**src/hw/rtl/bba_pkg.sv**
```systemverilog
`timescale 1ns / 1ps
// Shared constants, codes and control types for the bitmap block allocator.
// No dependencies; every other file imports it.
package bba_pkg;

  localparam int MAX_BLOCKS = 32768;
  localparam int WORD_BITS  = 64;
  localparam int MAP_WORDS  = (MAX_BLOCKS + WORD_BITS - 1) / WORD_BITS;
  localparam int WORD_AW    = (MAP_WORDS > 1) ? $clog2(MAP_WORDS) : 1;
  localparam int BIT_W      = $clog2(WORD_BITS);
  localparam int CAP_W      = $clog2(MAX_BLOCKS + 1);
  localparam int BASE_W     = WORD_AW + BIT_W;
  localparam int SUM_W      = ((BASE_W > CAP_W) ? BASE_W : CAP_W) + 1;
  localparam int IDX_W      = 15;
  localparam int CFG_W      = 16;
  localparam int REQ_W      = 2;
  localparam int CAP_DEFAULT = 32768;
  localparam int CAP_RESET  = (CAP_DEFAULT > MAX_BLOCKS) ? MAX_BLOCKS : CAP_DEFAULT;

  typedef enum logic [REQ_W-1:0] {
    REQ_ALLOC   = 2'd0,
    REQ_RELEASE = 2'd1,
    REQ_MARK    = 2'd2
  } req_t;

  typedef enum logic [1:0] {
    WR_NONE   = 2'd0,
    WR_CLEAR  = 2'd1,
    WR_GRANT  = 2'd2,
    WR_UPDATE = 2'd3
  } wr_op_t;

  typedef enum logic {
    RD_SCAN   = 1'b0,
    RD_TARGET = 1'b1
  } rd_sel_t;

  typedef enum logic [1:0] {
    RES_NULL  = 2'd0,
    RES_GRANT = 2'd1,
    RES_NONE  = 2'd2
  } res_kind_t;

  typedef struct packed {
    logic      load_req;
    logic      scan_adv;
    rd_sel_t   rd_sel;
    wr_op_t    wr_op;
    logic      emit;
    res_kind_t res_kind;
  } dp_cmd_t;

  typedef struct packed {
    logic clear_last;
    logic scan_hit;
    logic scan_last;
  } dp_status_t;

endpackage

```
**src/hw/rtl/bba_ctrl.sv**
```systemverilog
`timescale 1ns / 1ps
// Sequencer for the bitmap allocator: clearing pass, word scan, read-modify-write.
// Depends on bba_pkg; drives bba_dpath through dp_cmd_t.
module bba_ctrl
  import bba_pkg::*;
(
  input  logic             clk,
  input  logic             rst,
  input  logic             start,
  input  logic [REQ_W-1:0] req_type,
  input  dp_status_t       status,
  output logic             busy,
  output dp_cmd_t          cmd
);

  typedef enum logic [5:0] {
    S_CLEAR   = 6'b000001,
    S_IDLE    = 6'b000010,
    S_SCAN_RD = 6'b000100,
    S_SCAN    = 6'b001000,
    S_FETCH   = 6'b010000,
    S_MODIFY  = 6'b100000
  } state_t;

  state_t state;
  state_t state_next;

  always_ff @(posedge clk) begin
    if (rst) begin
      state <= S_CLEAR;
    end else begin
      state <= state_next;
    end
  end

  always_comb begin
    state_next   = state;
    cmd.load_req = 1'b0;
    cmd.scan_adv = 1'b0;
    cmd.rd_sel   = RD_SCAN;
    cmd.wr_op    = WR_NONE;
    cmd.emit     = 1'b0;
    cmd.res_kind = RES_NULL;
    unique case (state)
      S_CLEAR: begin
        cmd.wr_op = WR_CLEAR;
        if (status.clear_last) begin
          state_next = S_IDLE;
        end
      end
      S_IDLE: begin
        if (start) begin
          cmd.load_req = 1'b1;
          unique case (req_type) inside
            REQ_ALLOC:            state_next = S_SCAN_RD;
            REQ_RELEASE, REQ_MARK: state_next = S_FETCH;
            default: begin
              // unused code: answer at once, map untouched
              cmd.emit     = 1'b1;
              cmd.res_kind = RES_NULL;
            end
          endcase
        end
      end
      S_SCAN_RD: begin
        cmd.scan_adv = 1'b1;
        state_next   = S_SCAN;
      end
      S_SCAN: begin
        if (status.scan_hit) begin
          cmd.wr_op    = WR_GRANT;
          cmd.emit     = 1'b1;
          cmd.res_kind = RES_GRANT;
          state_next   = S_IDLE;
        end else if (status.scan_last) begin
          cmd.emit     = 1'b1;
          cmd.res_kind = RES_NONE;
          state_next   = S_IDLE;
        end else begin
          cmd.scan_adv = 1'b1;
        end
      end
      S_FETCH: begin
        cmd.rd_sel = RD_TARGET;
        state_next = S_MODIFY;
      end
      S_MODIFY: begin
        cmd.rd_sel   = RD_TARGET;
        cmd.wr_op    = WR_UPDATE;
        cmd.emit     = 1'b1;
        cmd.res_kind = RES_NULL;
        state_next   = S_IDLE;
      end
      default: state_next = S_IDLE;
    endcase
  end

  assign busy = (state != S_IDLE);

endmodule

```
**config.mk**
```make
export PLATFORM = sky130hd
export DESIGN_NAME = bba_ctrl
export DESIGN_NICKNAME = d
export VERILOG_FILES = /design/src/hw/rtl/bba_pkg.sv /design/src/hw/rtl/bba_ctrl.sv
export SDC_FILE = /design/constraint.sdc
export NUM_CORES = 1
export LEC_CHECK = 0
export ABC_AREA = 0
export BUFFER_PORTS_ARGS = -buffer_cell sky130_fd_sc_hd__buf_2
export CAP_MARGIN = 5
export CORE_AREA = 2 2 39 41
export CTS_BUF_LIST = sky130_fd_sc_hd__clkbuf_16
export CTS_CLUSTER_DIAMETER = 30
export DETAILED_ROUTE_END_ITERATION = 8
export DIE_AREA = 0 0 41 43
export PLACE_DENSITY = 0.54
export SYNTH_ARGS = -nofsm -noshare
export SYNTH_HDL_FRONTEND = slang
export SYNTH_SLANG_ARGS = --single-unit
```
**constraint.sdc**
```tcl
create_clock -name clk -period 3.3 [get_ports clk]
set_input_delay 0 -clock clk [delete_from_list [all_inputs] [get_ports clk]]
set_output_delay 0 -clock clk [all_outputs]
set_load 0.02 [all_outputs]
```
==> metrics.md, run 1 <==
| Metric | Value |
|---|---|
| Clk root buf | `clkbuf_16` |
| Post-synth EDFFs | `0` |
| Synth top area cells | `dfxtp_1, nand2b_1, ha_1` |
| Synthesized area per cell | `8.317 um2` |
| DRC | `0` |
| Largest stage delay, worst path | `0.57 ns` |
| CP Data Required Time | `3.30 ns` |
| Inst Count DP | `83` |
| Io pins | `17` |
| Layout cells sized above 1 | `0.3714` |
| Startpoint Class | `register` |
| Switching share of power | `0.2049` |
| Buf/Inv on CP | `1` |
| Worst skew pair latency | `0.23 ns` |
| Combinational Power Share | `0.120` |
| Fin. Hold Viols | `0` |
| Worst-path clk slew | `0.03 ns` |
| WL final | `989 um` |
| Total CTS buffers | `3` |
| Clock power frac | `0.625` |
| Post-Route Skew | `0.002634 ns` |
| # fillers | `146` |
| Multi-input logic area | `281.5 um2` |
| Global-route wire length before repair | `1.614 mm` |
| Initial Util | `0.3065` |
| Post-Syn Nets | `61` |
| Initial antenna violation count | `0` |
| Warnings from Yosys | `0` |
| Seq pwr share | `0.255` |
| RePlAce Congestion | `0.7351` |
| Core Area | `1384 um2` |
| Synth top area share | `0.2832` |
| Maximum clock path buffer count | `2` |
| DR vias/cell | `4.942` |
| Setup TNS | `0 ns` |
| Fin util | `0.4331` |
| Slowest stage cell, crit path | `or4_4` |
| # diodes | `0` |
| Die footprint | `1763 um2` |
| TritonCTS clock tree | `built` |
| Final Setup Violations | `0` |
| Largest Register | `state` |
| Rows | `14` |
| Setup bufs post-CTS | `0` |
| LEAKAGE | `0.2702 nW` |
| Sequential-to-total area share from yosys stat | `0.2832` |
| Cells after synthesis | `51` |
| Grt total ovfl | `0` |
| Largest register FFs | `6` |
| WL per Instance | `11.50 um` |
| RSZ-0062 raised after global routing | `no` |
| Net Sw Power | `0.06381 mW` |
| Via count | `425` |
| PortBufs | `16` |
| Vias in the first global route | `385` |
| Async SR Flop Fraction | `0` |
| Worst rel slew slack | `0.7552` |
| Min-delay worst type | `primary input to register` |
| Tightest Pin Transition | `0.3641 ns` |
| First DRT Iteration DRCs | `7` |
| NumNets Final | `82` |
| Dominant cell type by area after synthesis | `dfxtp_1` |
| Crit-path cells | `or4_4 -> or2_4 -> o221ai_2 -> buf_2` |
| Hold buffers post-CTS | `0` |
| Pin count of the biggest net entering global routing | `7` |
| #FFs+latches synth | `6` |
| Detail Placement HPWL | `761.9 um` |
| Tcrit/Tclk final | `0.5418` |
| Max_cap viols | `0` |
| Synthesized area | `424.2 um2` |
| CP delay by family, top | `simple AND/OR/NAND/NOR gates` |
| Die Ht | `43 um` |
| CTS H-tree depth | `1` |
| Fin cells | `86` |
| Peak supply drop | `0.2647 mV` |
| Area growth, synth to finish | `41.30%` |
| Int Power | `0.2476 mW` |
| Top_reg_cell synth | `dfxtp_1` |
| Outcome | `completed` |
| Peak Freq | `559.3 MHz` |
| Routed Antenna Nets | `0` |
| CP endpoint kind | `output pin` |
| Top Registers | `state (6)` |
| P per Cell Area | `519.7 nW/um2` |
| Router iterations before antenna repair | `4` |
| Final Critical Period | `1.788 ns` |
| Max FO, Critical Path | `5` |
| All-layer global routing usage | `0.1408` |
| Top cells by count, synth | `dfxtp_1, inv_1, nor2_1, nand2b_1` |
| CTS resizes | `0` |
| Num Clock Sinks | `6` |
| Post-synth cell types | `29` |
| Crit Path Category | `register to output pin` |
| Worst endpoint data arrival time | `1.79 ns` |
| Register area | `120.1 um2` |
| Final Max Slew Viols | `0` |
| Chip width | `41 um` |
==> cells in the final DEF, fill, tap and decap left out, types with 2 or more instances in the layout <==
master / netlist / layout
ha_1: 2 / 2
buf_2: 0 / 16
dfxtp_1: 6 / 6
nand2b_1: 5 / 5
a21oi_1: 2 / 2
clkbuf_16: 0 / 3
inv_1: 6 / 6
nor2_1: 6 / 6
nor4_1: 2 / 2
==> worst reg2reg max path, stage by stage, from the launching register on <==
cell and delay [ns]:
dfxtp_1 0.34, or4b_2 0.69, a21oi_1 0.25, o41ai_1 0.11
==> stage by stage <==
stage | hold WS, ns | cell area, um2 | total power [mW] | setup slack (ns)
6_report | 0.1127 | 599.3 | 0.3115 | 1.512
3_3_place_gp | 0.3320 | 524.3 | 0.1181 | 1.755
5_1_grt | 0.1356 | 599.3 | 0.3251 | 1.459
2_1_floorplan | 0.05113 | 424.2 | 0.1046 | 1.625
4_1_cts | 0.1105 | 599.3 | 0.3153 | 1.506
3_5_place_dp | 0.3369 | 524.3 | 0.1177 | 1.755
==> final timing paths <==
| check | from | end | slack (ns) | cells after the start |
|---|---|---|---|---|
| setup / recovery | state[4] | cmd[2] | 1.51 | 4 |
| hold / removal | rst | state[1] | 0.11 | 4 |
| setup reg to reg | state[2] | state[1] | 1.78 | 3 |
| hold reg to reg | state[2] | state[3] | 0.57 | 2 |
==> cells by family (layout without fill, tap and decap cells) <==
kind of cell | Yosys count | in the layout | synth area share
fa+ha+maj | 2 | 2 | 0.05899
simple gates | 28 | 28 | 0.4396
flops | 6 | 6 | 0.2832
buf+inv | 6 | 25 | 0.05309
compound gates | 8 | 8 | 0.1445
xor+xnor | 1 | 1 | 0.02065
==> area by class of cell <==
| cell class | count | share of cell area |
|---|---|---|
| clock buffers | 3 | 0.1253 |
| inverters | 6 | 0.03758 |
| multi-input cells | 39 | 0.4697 |
| flip-flops and latches | 6 | 0.2004 |
| well taps | 16 | 0.03340 |
| repair buffers | 16 | 0.1336 |
==> metal layers <==
layer	global-route usage	vias up	share of wire
li1	-	225	-
met1	0.1845	184	0.47
met2	0.1844	14	0.48
met3	0.03141	2	0.040
met4	0.1200	0	0.014
met5	0	-	0
==> power by group through the flow <==
stage          Clock (mW)  Sequential, mW  Combinational, mW
2_1_floorplan           0          0.0793             0.0253
3_3_place_gp            0          0.0801             0.0379
3_5_place_dp            0          0.0801             0.0375
4_1_cts             0.199          0.0791             0.0377
5_1_grt             0.203          0.0799             0.0418
6_report            0.195          0.0793             0.0375
Power figures use the tool's default switching activity.
==> run 2: changes to the inputs <==
- ABC_AREA: 0 -> 1
- PLACE_DENSITY: 0.54 -> 0.6
- clock period: 3.3 -> 1.5 ns (I/O delays scaled with it)
==> run 2 against run 1 <==
Critical path depth is 4 higher. Worst setup slack worse by 1.5 ns. Global-route usage is 0.80 points higher. Final cell count is 26% higher. Clock skew is 0.0022 ns lower. Sequential share of layout area is 1.9 points lower. Total power is 140% higher. Cell area is 10% higher. Die area stayed put. Combinational power grew to 3.6 times the previous value. Largest power group unchanged.
==> metrics.md, run 2 <==
| Metric | Value |
|---|---|
| Final Critical Period | `1.453 ns` |
| Synth top area share | `0.2616 (was 0.2832)` |
| Min-delay worst type | `primary input to register (unchanged)` |
| Chip width | `41 um (unchanged)` |
| Reg2reg setup slack | `0.20 ns (was 1.78 ns)` |
| Router iterations before antenna repair | `2 (was 4)` |
| Synth top area cells | `dfxtp_1, inv_1, nor2_1 (was dfxtp_1, nand2b_1, ha_1)` |
| Most frequent cells in the layout | `buf_2, inv_1, nor2_1 (was buf_2, inv_1, nor2_1, dfxtp_1, nand2b_1)` |
| Die Ht | `43 um (unchanged)` |
| Worst endpoint data arrival time | `1.45 ns (was 1.79 ns)` |
| Worst skew pair latency | `0.23 ns (about the same)` |
| DR vias/cell | `4.713 (was 4.942)` |
| Clk root buf | `clkbuf_16 (unchanged)` |
| Top cells by count, synth | `inv_1, nor2_1, nand2_1, dfxtp_1, nand3_1 (was dfxtp_1, inv_1, nor2_1, nand2b_1)` |
| Synthesized area per cell | `6.560 um2 (was 8.317 um2)` |
| RePlAce Congestion | `0.7479 (was 0.7351)` |
| Synthesized area | `459.2 um2 (was 424.2 um2)` |
| Final Max Slew Viols | `0 (unchanged)` |
| Io pins | `17 (unchanged)` |
| Initial antenna violation count | `0 (unchanged)` |
| Tcrit/Tclk final | `0.9684` |
| PortBufs | `16 (unchanged)` |
| Peak Freq | `688.5 MHz` |
| WL per Instance | `9.870 um (was 11.50 um)` |
| Reg2Reg Depth | `9 (was 3)` |
| Worst rel slew slack | `0.8363 (was 0.7552)` |
| Total CTS buffers | `3 (unchanged)` |
| Async SR Flop Fraction | `0 (unchanged)` |
| Sequential-to-total area share from yosys stat | `0.2616 (was 0.2832)` |
| Post-Syn Nets | `80 (was 61)` |
| Initial Util | `0.3318 (was 0.3065)` |
| Dominant cell type by area after synthesis | `dfxtp_1 (unchanged)` |
| Most common cell after layout, fill and taps aside | `buf_2 (unchanged)` |
| Top Registers | `state (6) (unchanged)` |
| Routed Antenna Nets | `0 (unchanged)` |
| CP endpoint kind | `output pin (unchanged)` |
| P per Cell Area | `1131 nW/um2 (was 519.7 nW/um2)` |
| Die footprint | `1763 um2 (unchanged)` |
| CP Data Required Time | `1.50 ns (was 3.30 ns)` |
| Pin count of the biggest net entering global routing | `7 (unchanged)` |
| LEAKAGE | `0.3825 nW (was 0.2702 nW)` |
| Largest Register | `state (unchanged)` |
| Num Clock Sinks | `6 (unchanged)` |
| Reg2reg end | `state[2] (was state[1])` |
| Tightest Pin Transition | `0.2447 ns (was 0.3641 ns)` |
| Most frequent cell after synthesis | `inv_1` |
| Global-route wire length before repair | `1.752 mm (was 1.614 mm)` |
| Crit Path Category | `register to output pin (unchanged)` |
| Via count | `509 (was 425)` |
| Layout cells sized above 1 | `0.3478 (was 0.3714)` |
| RSZ-0062 raised after global routing | `yes (was no)` |
| Top_reg_cell synth | `dfxtp_1 (unchanged)` |
| Worst min-delay path endpoint | `state[0] (was state[1])` |
| CTS H-tree depth | `1 (unchanged)` |
| Worst Hold Depth | `4 (unchanged)` |
| DRC | `0 (unchanged)` |
| Max FO, Critical Path | `6 (was 5)` |
| Hold Startpoint | `status[2] (was rst)` |
| First DRT Iteration DRCs | `2 (was 7)` |
| Detail Placement HPWL | `854.2 um (was 761.9 um)` |
| # diodes | `0 (unchanged)` |
| Final Setup Violations | `0 (unchanged)` |
| Worst-path clk slew | `0.03 ns (about the same)` |
| Outcome | `completed (unchanged)` |
| Crit Reg-Reg Startpoint | `state[5] (was state[2])` |
| NumNets Final | `104 (was 82)` |
| Peak supply drop | `0.6897 mV (was 0.2647 mV)` |
| Core Area | `1384 um2 (unchanged)` |
| Startpoint Class | `register (unchanged)` |
| Post-Route Skew | `0.0004600 ns (was 0.002634 ns)` |
| TritonCTS clock tree | `built (unchanged)` |
| Warnings from Yosys | `0 (unchanged)` |
| Cells after synthesis | `70 (was 51)` |
| Area growth, synth to finish | `44.14% (was 41.30%)` |
| Inst Count DP | `102 (was 83)` |
| Grt total ovfl | `0 (unchanged)` |
| Largest register FFs | `6 (unchanged)` |
| Post-synth EDFFs | `0 (unchanged)` |
| Rows | `14 (unchanged)` |
| Setup TNS | `0 ns (unchanged)` |
| #FFs+latches synth | `6 (unchanged)` |
| Maximum clock path buffer count | `2 (unchanged)` |
| Fin. Hold Viols | `0 (unchanged)` |
| Post-synth cell types | `18 (was 29)` |
| All-layer global routing usage | `0.1489 (was 0.1408)` |
| Max_cap viols | `0 (unchanged)` |
| WL final | `1.066 mm (was 989 um)` |
| Vias in the first global route | `467 (was 385)` |
| Fin cells | `108 (was 86)` |
## run 2: worst max path at each step
stage               startpoint       end  slack (ns)  cells after the start
global route          state[5]    cmd[2]       -0.10                      8
CTS                   state[4]    cmd[2]       0.005                      8
detailed placement    state[4]  state[1]        0.23                      8
global placement      state[4]  state[1]        0.23                      8
finish                state[2]    cmd[2]        0.05                      8
floorplan             state[4]    cmd[2]        0.13                      7
## run 2: critical path: stages (launching register included)
cell and delay, ns:
dfxtp_1 0.34, nor2_4 0.18, nand2_2 0.08, nor2_4 0.16
inv_2 0.05, nor2_1 0.11, nand2_1 0.07, o211ai_2 0.05
buf_2 0.18
## run 2: kinds of logic (layout without fill, tap and decap cells)
group	Yosys count	count (layout)	synth area share
and+or+nand+nor	41	41	0.4741
buffers and inverters	16	38	0.1308
DFF	6	6	0.2616
AOI/OAI and AO/OA	5	5	0.07899
adders and majority gates	2	2	0.05449
## run 2: metal layers
| metal | wire length, um | vias up | track usage |
|---|---|---|---|
| li1 | - | 266 | - |
| met1 | 457 | 226 | 0.1553 |
| met2 | 529 | 14 | 0.2469 |
| met3 | 58 | 3 | 0.04712 |
| met4 | 19 | 0 | 0.08000 |
| met5 | 0 | - | 0 |
## run 2: final cells by class
class                      instances  area (um2)
fill                             150       721.9
multi-input combinational         48       281.5
tap                               16       20.02
sequential                         6       120.1
inverter                          16       60.06
timing repair buffer              19       105.1
clock buffer                       3       75.07
## run 2: timing repair
| item | 4_1_cts | 5_1_grt |
|---|---|---|
| hold buffers | 1 | 0 |
| resized for setup | 0 | 1 |
| endpoints found under the setup margin | 0 | 6 |
| buffers inserted | 0 | 2 |
| endpoints found under the hold margin | 3 | 0 |
## run 2: per-stage QoR
step	area (um2)	setup slack, ns	hold slack (ns)	util	power, mW
after floorplan	459.2	0.1328	0.06244	-	0.2766
after global placement	559.3	0.2288	0.2150	0.4042	0.3131
after detailed placement	559.3	0.2268	0.2141	0.4042	0.3141
after CTS	644.4	0.004878	0.05178	0.4656	0.7553
after global routing	661.9	-0.1027	0.08215	0.4783	0.7833
final	661.9	0.04747	0.05206	0.4783	0.7489
## run 2: power by group
group          switching (mW)  total [mW]  internal, mW
registers              0.0116       0.182         0.170
logic                  0.0842       0.136        0.0516
clock network          0.0894       0.431         0.342
total                   0.185       0.749         0.564
